$ cat src/sv/led_matrix_scan_flasher_top_assert.svh
// Assertion macros for the LED matrix scanner and flasher.
// Each macro expects signals named clk and rst_n in the scope where it is used.
`ifndef LED_MATRIX_SCAN_FLASHER_TOP_ASSERT_SVH
`define LED_MATRIX_SCAN_FLASHER_TOP_ASSERT_SVH

`ifndef NO_ASSERTIONS

// Same-cycle implication.
`define LMSF_ASSERT_IMP(lbl, ante, cons) \
  lbl: assert property (@(posedge clk) disable iff (!rst_n) (ante) |-> (cons)) \
    else $error("lmsf assertion failed");

// Next-cycle implication.
`define LMSF_ASSERT_NXT(lbl, ante, cons) \
  lbl: assert property (@(posedge clk) disable iff (!rst_n) (ante) |=> (cons)) \
    else $error("lmsf assertion failed");

`else

`define LMSF_ASSERT_IMP(lbl, ante, cons)
`define LMSF_ASSERT_NXT(lbl, ante, cons)

`endif

`endif

$ cat src/sv/lmsf_pkg.sv
`default_nettype none
package lmsf_pkg;

  // Default sizes of the block.
  localparam int LMSF_MATRICES    = 2;
  localparam int LMSF_MAX_SINKS   = 8;
  localparam int LMSF_MAX_SOURCES = 8;
  localparam int LMSF_MAX_LEDS    = 64;

  // Line vectors and per-matrix registers always exist for two matrices.
  localparam int LMSF_MAT_SLOTS = 2;
  localparam int LMSF_CNT_W     = 8;

  // Configuration port.
  localparam int LMSF_CFG_IDX_W  = 3;
  localparam int LMSF_CFG_DATA_W = 7;

  localparam logic [LMSF_CFG_IDX_W-1:0] CFG_SINKS_A   = 3'd0;
  localparam logic [LMSF_CFG_IDX_W-1:0] CFG_SOURCES_A = 3'd1;
  localparam logic [LMSF_CFG_IDX_W-1:0] CFG_LEDS_A    = 3'd2;
  localparam logic [LMSF_CFG_IDX_W-1:0] CFG_SINKS_B   = 3'd3;
  localparam logic [LMSF_CFG_IDX_W-1:0] CFG_SOURCES_B = 3'd4;
  localparam logic [LMSF_CFG_IDX_W-1:0] CFG_LEDS_B    = 3'd5;

  // Item kinds.
  localparam logic [2:0] KIND_SET_LED   = 3'd0;
  localparam logic [2:0] KIND_ARM_FLASH = 3'd1;
  localparam logic [2:0] KIND_WRITE_MAP = 3'd2;
  localparam logic [2:0] KIND_SCAN_TICK = 3'd3;
  localparam logic [2:0] KIND_FLASH     = 3'd4;

  typedef struct packed {
    logic [2:0] kind;
    logic       matrix;
    logic [5:0] led;
    logic       level;
    logic [7:0] flash_count;
    logic [2:0] source;
    logic [2:0] sink;
  } lmsf_in_t;

  typedef struct packed {
    logic [7:0] source_levels_a;
    logic [7:0] sink_levels_a;
    logic [7:0] source_levels_b;
    logic [7:0] sink_levels_b;
  } lmsf_out_t;

  // Clamped counts of one matrix.
  typedef struct packed {
    logic [3:0] nsinks;
    logic [3:0] nsources;
    logic [6:0] nleds;
  } lmsf_counts_t;

endpackage
`default_nettype wire

$ cat src/sv/lmsf_cfg.sv
`default_nettype none
module lmsf_cfg
  import lmsf_pkg::*;
#(
  parameter int MAX_SINKS   = LMSF_MAX_SINKS,
  parameter int MAX_SOURCES = LMSF_MAX_SOURCES,
  parameter int MAX_LEDS    = LMSF_MAX_LEDS
) (
  input  wire logic                       clk,
  input  wire logic                       rst_n,
  input  wire logic                       cfg_we,
  input  wire logic [LMSF_CFG_IDX_W-1:0]  cfg_index,
  input  wire logic [LMSF_CFG_DATA_W-1:0] cfg_data,
  output lmsf_counts_t                    counts [LMSF_MAT_SLOTS]
);

  logic [3:0] sinks_r   [LMSF_MAT_SLOTS];
  logic [3:0] sources_r [LMSF_MAT_SLOTS];
  logic [6:0] leds_r    [LMSF_MAT_SLOTS];

  // Register file; indexes outside the list are dropped.
  always_ff @(posedge clk) begin
    if (!rst_n) begin
      for (int m = 0; m < LMSF_MAT_SLOTS; m++) begin
        sinks_r[m]   <= 4'd8;
        sources_r[m] <= 4'd8;
        leds_r[m]    <= 7'd64;
      end
    end else if (cfg_we) begin
      case (cfg_index)
        CFG_SINKS_A:   sinks_r[0]   <= cfg_data[3:0];
        CFG_SOURCES_A: sources_r[0] <= cfg_data[3:0];
        CFG_LEDS_A:    leds_r[0]    <= cfg_data;
        CFG_SINKS_B:   sinks_r[1]   <= cfg_data[3:0];
        CFG_SOURCES_B: sources_r[1] <= cfg_data[3:0];
        CFG_LEDS_B:    leds_r[1]    <= cfg_data;
        default: ;
      endcase
    end
  end

  // Clamp the counts to what the hardware was built for.
  always_comb begin
    for (int m = 0; m < LMSF_MAT_SLOTS; m++) begin
      if (sinks_r[m] == 4'd0) begin
        counts[m].nsinks = 4'd1;
      end else if (int'(sinks_r[m]) > MAX_SINKS) begin
        counts[m].nsinks = 4'(MAX_SINKS);
      end else begin
        counts[m].nsinks = sinks_r[m];
      end
      if (int'(sources_r[m]) > MAX_SOURCES) begin
        counts[m].nsources = 4'(MAX_SOURCES);
      end else begin
        counts[m].nsources = sources_r[m];
      end
      if (int'(leds_r[m]) > MAX_LEDS) begin
        counts[m].nleds = 7'(MAX_LEDS);
      end else begin
        counts[m].nleds = leds_r[m];
      end
    end
  end

endmodule
`default_nettype wire

$ cat src/sv/led_matrix_scan_flasher_top.sv
// Channel   Direction  Payload     Handshake
// in        input      lmsf_in_t   in_valid / in_ready
// out       output     lmsf_out_t  out_valid / out_ready
// cfg       input      index,data  cfg_we (no wait)
//
// One item at a time. Set and arm items with a valid address read the LED word in ST_IDLE
// and write it back in ST_RMW; map writes and unused kinds go straight to ST_FINISH.
// A scan tick steps each matrix through ST_SC_START, then ST_SC_MAP, ST_SC_LED and
// ST_SC_UPD for each source (the map read followed by the LED memory read), then
// ST_SC_END. A flash tick reads one LED per cycle through the read port of the LED memory.
// Reset is synchronous; LED states read as zero through valid bits, so there is no
// clearing pass. A stalled result holds in the output register.
`default_nettype none
`include "led_matrix_scan_flasher_top_assert.svh"
module led_matrix_scan_flasher_top
  import lmsf_pkg::*;
#(
  parameter int MATRICES    = LMSF_MATRICES,
  parameter int MAX_SINKS   = LMSF_MAX_SINKS,
  parameter int MAX_SOURCES = LMSF_MAX_SOURCES,
  parameter int MAX_LEDS    = LMSF_MAX_LEDS
) (
  input  wire logic                       clk,
  input  wire logic                       rst_n,
  input  wire logic                       cfg_we,
  input  wire logic [LMSF_CFG_IDX_W-1:0]  cfg_index,
  input  wire logic [LMSF_CFG_DATA_W-1:0] cfg_data,
  input  wire logic                       in_valid,
  output logic                            in_ready,
  input  wire lmsf_in_t                   in_data,
  output logic                            out_valid,
  input  wire logic                       out_ready,
  output lmsf_out_t                       out_data
);

  localparam int LW        = (MAX_LEDS > 1) ? $clog2(MAX_LEDS) : 1;
  localparam int LED_DEPTH = MATRICES * MAX_LEDS;
  localparam int LAW       = (LED_DEPTH > 1) ? $clog2(LED_DEPTH) : 1;
  localparam int MAP_DEPTH = MATRICES * MAX_SOURCES * MAX_SINKS;
  localparam int MAW       = (MAP_DEPTH > 1) ? $clog2(MAP_DEPTH) : 1;
  localparam int WW        = LMSF_CNT_W + 1;

  localparam logic [3:0] ST_IDLE     = 4'd0;
  localparam logic [3:0] ST_RMW      = 4'd1;
  localparam logic [3:0] ST_SC_START = 4'd2;
  localparam logic [3:0] ST_SC_MAP   = 4'd3;
  localparam logic [3:0] ST_SC_LED   = 4'd4;
  localparam logic [3:0] ST_SC_UPD   = 4'd5;
  localparam logic [3:0] ST_SC_END   = 4'd6;
  localparam logic [3:0] ST_FL_RUN   = 4'd7;
  localparam logic [3:0] ST_FINISH   = 4'd8;

  localparam logic LAST_MAT = 1'(MATRICES - 1);

  function automatic logic [LAW-1:0] led_addr(input logic m, input logic [LW-1:0] l);
    return LAW'(int'(m) * MAX_LEDS + int'(l));
  endfunction

  function automatic logic [MAW-1:0] map_addr(input logic m, input logic [2:0] s,
                                              input logic [2:0] k);
    return MAW'((int'(m) * MAX_SOURCES + int'(s)) * MAX_SINKS + int'(k));
  endfunction

  function automatic logic addr_ok(input lmsf_in_t it);
    return (int'(it.matrix) < MATRICES) && (int'(it.led) < MAX_LEDS);
  endfunction

  // Wrap the incremented sink; the old sink may lie beyond a reduced count.
  function automatic logic [2:0] next_sink(input logic [2:0] a, input logic [3:0] n);
    logic [3:0] v;
    v = {1'b0, a} + 4'd1;
    for (int i = 0; i < 8; i++) begin
      if (v >= n) v = v - n;
    end
    return v[2:0];
  endfunction

  // One flash step on an LED word {lamp, count}.
  function automatic logic [WW-1:0] flash_upd(input logic [WW-1:0] w);
    logic                  lamp;
    logic [LMSF_CNT_W-1:0] c;
    lamp = w[WW-1];
    c    = w[LMSF_CNT_W-1:0];
    if (c != '0) begin
      lamp = ~lamp;
      if (!lamp) c = c - LMSF_CNT_W'(1);
    end
    return {lamp, c};
  endfunction

  lmsf_counts_t cnt [LMSF_MAT_SLOTS];

  lmsf_cfg #(
    .MAX_SINKS  (MAX_SINKS),
    .MAX_SOURCES(MAX_SOURCES),
    .MAX_LEDS   (MAX_LEDS)
  ) u_cfg (
    .clk      (clk),
    .rst_n    (rst_n),
    .cfg_we   (cfg_we),
    .cfg_index(cfg_index),
    .cfg_data (cfg_data),
    .counts   (cnt)
  );

  // Control and payload registers.
  logic [3:0] state_r, state_nxt;
  lmsf_in_t   item_r, item_nxt;
  logic       mat_r, mat_nxt;
  logic [3:0] src_r, src_nxt;
  logic [6:0] idx_r, idx_nxt;
  logic       any_r, any_nxt;
  logic [2:0] sk_r, sk_nxt;
  logic       flv_r, flv_nxt;
  logic       out_valid_r, out_valid_nxt;
  lmsf_out_t  out_data_r, out_data_nxt;
  logic [2:0] active_r  [LMSF_MAT_SLOTS];
  logic [2:0] active_nxt [LMSF_MAT_SLOTS];
  logic [7:0] src_drv_r [LMSF_MAT_SLOTS];
  logic [7:0] src_drv_nxt [LMSF_MAT_SLOTS];
  logic [7:0] snk_drv_r [LMSF_MAT_SLOTS];
  logic [7:0] snk_drv_nxt [LMSF_MAT_SLOTS];

  // LED memory {lamp, count} with valid bits, and the position map.
  logic [WW-1:0]        led_mem [LED_DEPTH];
  logic [LED_DEPTH-1:0] valid_r;
  logic                 led_rd_en, led_wr_en;
  logic [LAW-1:0]       led_rd_addr, led_wr_addr, led_qa_r;
  logic [WW-1:0]        led_wr_data, led_q_r, led_eff;
  logic [LW-1:0]        map_mem [MAP_DEPTH];
  logic                 map_rd_en, map_wr_en;
  logic [MAW-1:0]       map_rd_addr, map_wr_addr;
  logic [LW-1:0]        map_wr_data, map_q_r;
  logic                 load_out;

  // An entry never written since reset reads as zero.
  assign led_eff  = valid_r[led_qa_r] ? led_q_r : '0;
  assign in_ready = (state_r == ST_IDLE);
  assign out_valid = out_valid_r;
  assign out_data  = out_data_r;

  // Sequencer.
  always_comb begin
    state_nxt   = state_r;
    item_nxt    = item_r;
    mat_nxt     = mat_r;
    src_nxt     = src_r;
    idx_nxt     = idx_r;
    any_nxt     = any_r;
    sk_nxt      = sk_r;
    flv_nxt     = flv_r;
    active_nxt  = active_r;
    src_drv_nxt = src_drv_r;
    snk_drv_nxt = snk_drv_r;
    led_rd_en   = 1'b0;
    led_rd_addr = '0;
    map_rd_en   = 1'b0;
    map_rd_addr = '0;
    map_wr_en   = 1'b0;
    map_wr_addr = '0;
    map_wr_data = '0;
    load_out    = 1'b0;

    // Write-back of the flash pipeline, in the cycle after its read.
    led_wr_en   = flv_r;
    led_wr_addr = led_qa_r;
    led_wr_data = flash_upd(led_eff);

    case (state_r)
      ST_IDLE: begin
        if (in_valid) begin
          item_nxt = in_data;
          mat_nxt  = 1'b0;
          idx_nxt  = '0;
          case (in_data.kind)
            KIND_SET_LED, KIND_ARM_FLASH: begin
              if (addr_ok(in_data)) begin
                led_rd_en   = 1'b1;
                led_rd_addr = led_addr(in_data.matrix, LW'(in_data.led));
                state_nxt   = ST_RMW;
              end else begin
                state_nxt = ST_FINISH;
              end
            end
            KIND_WRITE_MAP: begin
              if (addr_ok(in_data) && (int'(in_data.source) < MAX_SOURCES) &&
                  (int'(in_data.sink) < MAX_SINKS)) begin
                map_wr_en   = 1'b1;
                map_wr_addr = map_addr(in_data.matrix, in_data.source, in_data.sink);
                map_wr_data = LW'(in_data.led);
              end
              state_nxt = ST_FINISH;
            end
            KIND_SCAN_TICK: state_nxt = ST_SC_START;
            KIND_FLASH:     state_nxt = ST_FL_RUN;
            default:        state_nxt = ST_FINISH;
          endcase
        end
      end

      ST_RMW: begin
        led_wr_en   = 1'b1;
        led_wr_addr = led_qa_r;
        if (item_r.kind == KIND_SET_LED) begin
          led_wr_data = {item_r.level, led_eff[LMSF_CNT_W-1:0]};
        end else begin
          led_wr_data = {led_eff[WW-1], item_r.flash_count};
        end
        state_nxt = ST_FINISH;
      end

      // Release the old sink and step to the next one.
      ST_SC_START: begin
        snk_drv_nxt[mat_r][active_r[mat_r]] = 1'b1;
        sk_nxt  = next_sink(active_r[mat_r], cnt[mat_r].nsinks);
        active_nxt[mat_r] = sk_nxt;
        src_nxt = '0;
        any_nxt = 1'b0;
        state_nxt = (cnt[mat_r].nsources == 4'd0) ? ST_SC_END : ST_SC_MAP;
      end

      ST_SC_MAP: begin
        map_rd_en   = 1'b1;
        map_rd_addr = map_addr(mat_r, src_r[2:0], sk_r);
        state_nxt   = ST_SC_LED;
      end

      ST_SC_LED: begin
        led_rd_en   = 1'b1;
        led_rd_addr = led_addr(mat_r, map_q_r);
        state_nxt   = ST_SC_UPD;
      end

      ST_SC_UPD: begin
        src_drv_nxt[mat_r][src_r[2:0]] = led_eff[WW-1];
        any_nxt = any_r | led_eff[WW-1];
        src_nxt = src_r + 4'd1;
        state_nxt = ((src_r + 4'd1) < cnt[mat_r].nsources) ? ST_SC_MAP : ST_SC_END;
      end

      ST_SC_END: begin
        snk_drv_nxt[mat_r][sk_r] = ~any_r;
        if (mat_r == LAST_MAT) begin
          state_nxt = ST_FINISH;
        end else begin
          mat_nxt   = 1'b1;
          state_nxt = ST_SC_START;
        end
      end

      // One LED read per cycle; each write lands in the cycle after its read.
      ST_FL_RUN: begin
        if (idx_r < cnt[mat_r].nleds) begin
          led_rd_en   = 1'b1;
          led_rd_addr = led_addr(mat_r, LW'(idx_r));
          idx_nxt     = idx_r + 7'd1;
          flv_nxt     = 1'b1;
        end else begin
          flv_nxt = 1'b0;
          if (mat_r == LAST_MAT) begin
            state_nxt = ST_FINISH;
          end else begin
            mat_nxt = 1'b1;
            idx_nxt = '0;
          end
        end
      end

      ST_FINISH: begin
        if (!out_valid_r || out_ready) begin
          load_out  = 1'b1;
          state_nxt = ST_IDLE;
        end
      end

      default: state_nxt = ST_IDLE;
    endcase
  end

  // Output register.
  always_comb begin
    out_data_nxt = out_data_r;
    if (load_out) begin
      out_data_nxt.source_levels_a = src_drv_r[0];
      out_data_nxt.sink_levels_a   = snk_drv_r[0];
      out_data_nxt.source_levels_b = src_drv_r[1];
      out_data_nxt.sink_levels_b   = snk_drv_r[1];
    end
    if (load_out) begin
      out_valid_nxt = 1'b1;
    end else if (out_ready) begin
      out_valid_nxt = 1'b0;
    end else begin
      out_valid_nxt = out_valid_r;
    end
  end

  // Control state. Drive entries of a missing matrix stay high from reset.
  always_ff @(posedge clk) begin
    if (!rst_n) begin
      state_r     <= ST_IDLE;
      flv_r       <= 1'b0;
      out_valid_r <= 1'b0;
      valid_r     <= '0;
      for (int m = 0; m < LMSF_MAT_SLOTS; m++) begin
        active_r[m]  <= 3'd0;
        src_drv_r[m] <= 8'hFF;
        snk_drv_r[m] <= 8'hFF;
      end
    end else begin
      state_r     <= state_nxt;
      flv_r       <= flv_nxt;
      out_valid_r <= out_valid_nxt;
      if (led_wr_en) valid_r[led_wr_addr] <= 1'b1;
      for (int m = 0; m < LMSF_MAT_SLOTS; m++) begin
        if (m < MATRICES) begin
          active_r[m]  <= active_nxt[m];
          src_drv_r[m] <= src_drv_nxt[m];
          snk_drv_r[m] <= snk_drv_nxt[m];
        end
      end
    end
  end

  // Payload registers.
  always_ff @(posedge clk) begin
    item_r     <= item_nxt;
    mat_r      <= mat_nxt;
    src_r      <= src_nxt;
    idx_r      <= idx_nxt;
    any_r      <= any_nxt;
    sk_r       <= sk_nxt;
    out_data_r <= out_data_nxt;
  end

  // LED memory: one write and one registered read per cycle.
  always_ff @(posedge clk) begin
    if (led_wr_en) led_mem[led_wr_addr] <= led_wr_data;
    if (led_rd_en) begin
      led_q_r  <= led_mem[led_rd_addr];
      led_qa_r <= led_rd_addr;
    end
  end

  // Position map memory.
  always_ff @(posedge clk) begin
    if (map_wr_en) map_mem[map_wr_addr] <= map_wr_data;
    if (map_rd_en) map_q_r <= map_mem[map_rd_addr];
  end

  // An accepted item always starts work.
  `LMSF_ASSERT_NXT(a_accept_busy, in_valid && in_ready, state_r != ST_IDLE)
  // No flash write-back is pending once the block takes items again.
  `LMSF_ASSERT_IMP(a_idle_no_wb, in_ready, !flv_r)
  // The LED memory is never read and written at the same entry in one cycle.
  `LMSF_ASSERT_IMP(a_no_rw_clash, led_wr_en && led_rd_en, led_wr_addr != led_rd_addr)
  // A result appears only at the end of an item.
  `LMSF_ASSERT_IMP(a_out_from_finish, $rose(out_valid_r), $past(state_r) == ST_FINISH)

endmodule
`default_nettype wire

$ cat config.mk
export PLATFORM = sky130hd
export DESIGN_NAME = led_matrix_scan_flasher_top
export DESIGN_NICKNAME = d
export VERILOG_FILES = /design/src/sv/lmsf_pkg.sv /design/src/sv/lmsf_cfg.sv /design/src/sv/led_matrix_scan_flasher_top.sv
export VERILOG_INCLUDE_DIRS = /design/src /design/src/sv
export SDC_FILE = /design/constraint.sdc
export NUM_CORES = 2
export LEC_CHECK = 0
export ABC_AREA = 1
export BUFFER_PORTS_ARGS = -buffer_cell sky130_fd_sc_hd__buf_2
export CORE_MARGIN = 1
export CORE_UTILIZATION = 50
export CTS_CLUSTER_DIAMETER = 100
export CTS_CLUSTER_SIZE = 24
export DETAILED_ROUTE_END_ITERATION = 8
export PLACE_DENSITY = 0.75
export SETUP_SLACK_MARGIN = 0.2
export SLEW_MARGIN = 20
export SYNTH_ARGS = -nofsm -noshare
export SYNTH_HDL_FRONTEND = slang
export SYNTH_SLANG_ARGS = --single-unit
$ cat constraint.sdc
create_clock -name clk -period 18 [get_ports clk]
set_input_delay 0.9 -clock clk [delete_from_list [all_inputs] [get_ports clk]]
set_output_delay 0.9 -clock clk [all_outputs]
set_load 0.005 [all_outputs]
==> results by group <==
Status
  – Outcome: completed

Die
  – Initial Util: 0.5040
  – Row count: 160
  – Core box area: 190200 um2
  – Die W: 439.8 um
  – Die area: around 190000 um2
  – Die height: between 400 and 500 um
  – I/O pin cnt: 74

Critical path
  – R2R Setup Slk: 4.44 ns
  – CP startpoint kind: flip-flop
  – RR Endpoint: sk_r[2]$_DFFE_PP_
  – Worst Path Required: 18.54 ns
  – Max incr delay on CP: 0.78 ns
  – CP max FO: 18
  – CP dominant cell by count: nand2_1
  – Reg2Reg Launch Point: mat_r$_DFFE_PP_
  – CP endpoint kind: flip-flop
  – CP Class: reg2reg
  – Worst-path cell with the longest stage delay: edfxtp_1
  – Crit path capture: sk_r[2]$_DFFE_PP_
  – Setup crit start: mat_r$_DFFE_PP_
  – Cells on worst reg2reg path: 63
  – Critical Path AT: approximately 14 ns

Routing
  – Final antenna-violating net count: 0
  – Initial DRC Count: 7833
  – Wire per inst: 22.11 um
  – Total wire length: 245.2 mm
  – Vias: 64884
  – First-pass detailed-route iteration total: 8
  – Vias/cell: 5.851
  – Residual DRC count: 0

STA
  – Final min period: 13.56 ns
  – Setup TNS: 0 ns
  – Fin worst setup slack: 4.445 ns
  – Worst slew pin tran: 1.272 ns
  – RSZ-0062 raised after global routing: false
  – Fin crit share: 0.7531
  – # setup viols final: 0
  – Worst Skew: 0.06206 ns
  – Final hold vios: 0
  – Slew Limit Fails: 0
  – Fmax: 0.07377 GHz
  – Slew headroom: 0.1511

Synth
  – Post-synth EDFFs: 2032
  – Post-synth top flop: edfxtp_1
  – Syn avg cell area: 10.94 um2
  – Top cells by count, synth: 2032 x edfxtp_1, 1347 x nand3_1, 1178 x nand2_1, 1060 x nor2_1, 848 x inv_1
  – Synthesized flop and latch total: between 2000 and 2500
  – Ys Warns: 0
  – Cell variety after synth: 55
  – Synth top area share: 0.6366
  – Async SR Flop Fraction: 0
  – Post-synthesis sequential area ratio: 0.6726
  – Syn nets: 8851
  – Top cells by area, synth: edfxtp_1 64%, nand3_1 7.0%, nand2_1 4.6%
  – Netlist Area Pre-Place: 95850 um2
  – Most numerous cell in the Yosys netlist: edfxtp_1
  – Syn Inst Count: just under 9000
  – Largest area contributor in the netlist: edfxtp_1

Clocking
  – Clock Path Buffers: 3
  – Clk pin slew, worst setup/hold paths: 0.11 ns
  – Root Buffer: clkbuf_16
  – Clk sinks: 2204
  – CTS tree: built
  – Post-CTS Hold Fix Bufs: 0
  – Post-CTS setup buffers: 0
  – H-tree depth: 3
  – Clock Latency Late Sink: 0.79 ns
  – Num CTS Buffers: about 100
  – Post-cts resize count: 0

Placement
  – Gpl congestion: slightly above 0.9
  – Post-DP Area: 97960 um2
  – DP Wirelength: 140.7 mm
  – # port buffers: 73
  – DP Worst Slack: 4.485 ns

Power
  – Static leakage: around 38 nW
  – Max IR drop VDD: approximately 0.0011 V
  – Power per cell area: between 150 and 200 nW/um2
  – Power, Total: 17.85 mW

Flow run
  – Max-Cap Viols: 0

Finish
  – Final Core Density: 0.5312
  – Nets: 8592
  – Final instance area: about 100000 um2
  – Ratio of cells with drive above 1 in the final layout: 0.06365
  – Filler Cells Inserted: 15879
  – Area Overhead vs Synth: 5.400%

Global routing
  – Antenna violations before repair: 14
  – Gr ovfl total: 0
  – GRT Total Usage: 0.2494
  – First-pass GRT wire length: around 370 mm
  – Vias in the first global route: 62689
  – Largest net degree at the start of global routing: 259

Worst hold path
  – HP Class: in2reg
  – Worst Hold Depth: 1
## layer usage
layer  track usage  vias to the layer above  share of wire
met3       0.03954                      586          0.089
met4        0.1116                        0          0.048
met5             0                        -              0
met2        0.4051                     3289           0.47
li1              -                    29680              -
met1        0.3315                    31329           0.39
## placed cells by master, fill, tap and decap left out, types with 20 or more instances in the layout
cell and instances:
a21oi_1 70, a22oi_1 22, buf_2 73, buf_4 80, clkbuf_1 55, clkbuf_16 105
dfxtp_1 172, edfxtp_1 2032, ha_1 45, inv_1 846, nand2_1 1171, nand3_1 1346
nand3b_1 399, nand4_1 25, nor2_1 1031, nor2_2 24, nor3_1 20, o211ai_1 209
o21ai_0 404, o21ai_1 43, or2_2 193
## state kept, by name (all words and copies together), names as in the netlist, 8 cells and up
name,count
item_r,12
led_mem,1152
led_q_r,9
map_mem,768
out_data,32
snk_drv_r,16
src_drv_r,16
u_cfg.leds_r,14
u_cfg.sinks_r,8
u_cfg.sources_r,8
valid_r,128
## power breakdown
part           switching (mW)  total [mW]  internal (mW)  leakage (nW)
Combinational            5.80        9.25           3.45          15.3
Clock                    1.57        2.68           1.11          1.42
Sequential             0.0459        5.92           5.87          21.0
## how the worst min path moves through the flow
stage	startpoint	to	slack, ns
floorplan	src_drv_r[3]$_SDFFE_PN1P_	out_data[11]$_DFFE_PP_	0.40
global placement	src_drv_r[13]$_SDFFE_PN1P_	out_data[29]$_DFFE_PP_	0.42
detailed placement	src_drv_r[3]$_SDFFE_PN1P_	out_data[11]$_DFFE_PP_	0.41
CTS	in_data[8]	item_r[8]$_DFFE_PP_	0.23
global route	in_data[8]	item_r[8]$_DFFE_PP_	0.24
finish	in_data[8]	item_r[8]$_DFFE_PP_	0.28
## final cells by class
class	count	area (um2)	share of cell area
sequential	2204	64460	0.6381
multi-input combinational	5151	25960	0.2570
inverter	880	3338	0.03304
tap	2511	3142	0.03110
clock buffer	160	2834	0.02805
timing repair buffer	160	1106	0.01095
clock inverter	8	143.9	0.001424
antenna	15	37.54	0.0003716
## worst max-delay path: cells and delay by family, from the launching register on
family / cells / cell delay, ns
simple gates: 23 / 2.78
xor+xnor: 1 / 0.15
fa+ha+maj: 14 / 4.38
compound gates: 17 / 4.07
flops: 1 / 0.78
buf+inv: 8 / 1.11
## cells by family (layout without fill, tap and decap cells)
| group | after synthesis | count (layout) | share of synthesized area |
|---|---|---|---|
| AO/OA/AOI/OAI | 838 | 838 | 0.05241 |
| AND/OR/NAND/NOR | 4243 | 4243 | 0.2065 |
| flip-flops | 2204 | 2204 | 0.6726 |
| other | 0 | 15 | 0 |
| adder cells (fa/ha/maj) | 53 | 53 | 0.007545 |
| buffers and inverters | 1403 | 1208 | 0.05946 |
| XOR/XNOR | 17 | 17 | 0.001554 |
## metrics by stage
stage	std cells	hold WS (ns)
floorplan	8758	0.4019
global placement	10905	0.4174
detailed placement	10906	0.4137
CTS	11074	0.2325
global route	11087	0.2404
finish	11089	0.2812
No activity file was read; power rests on OpenSTA's default activity.
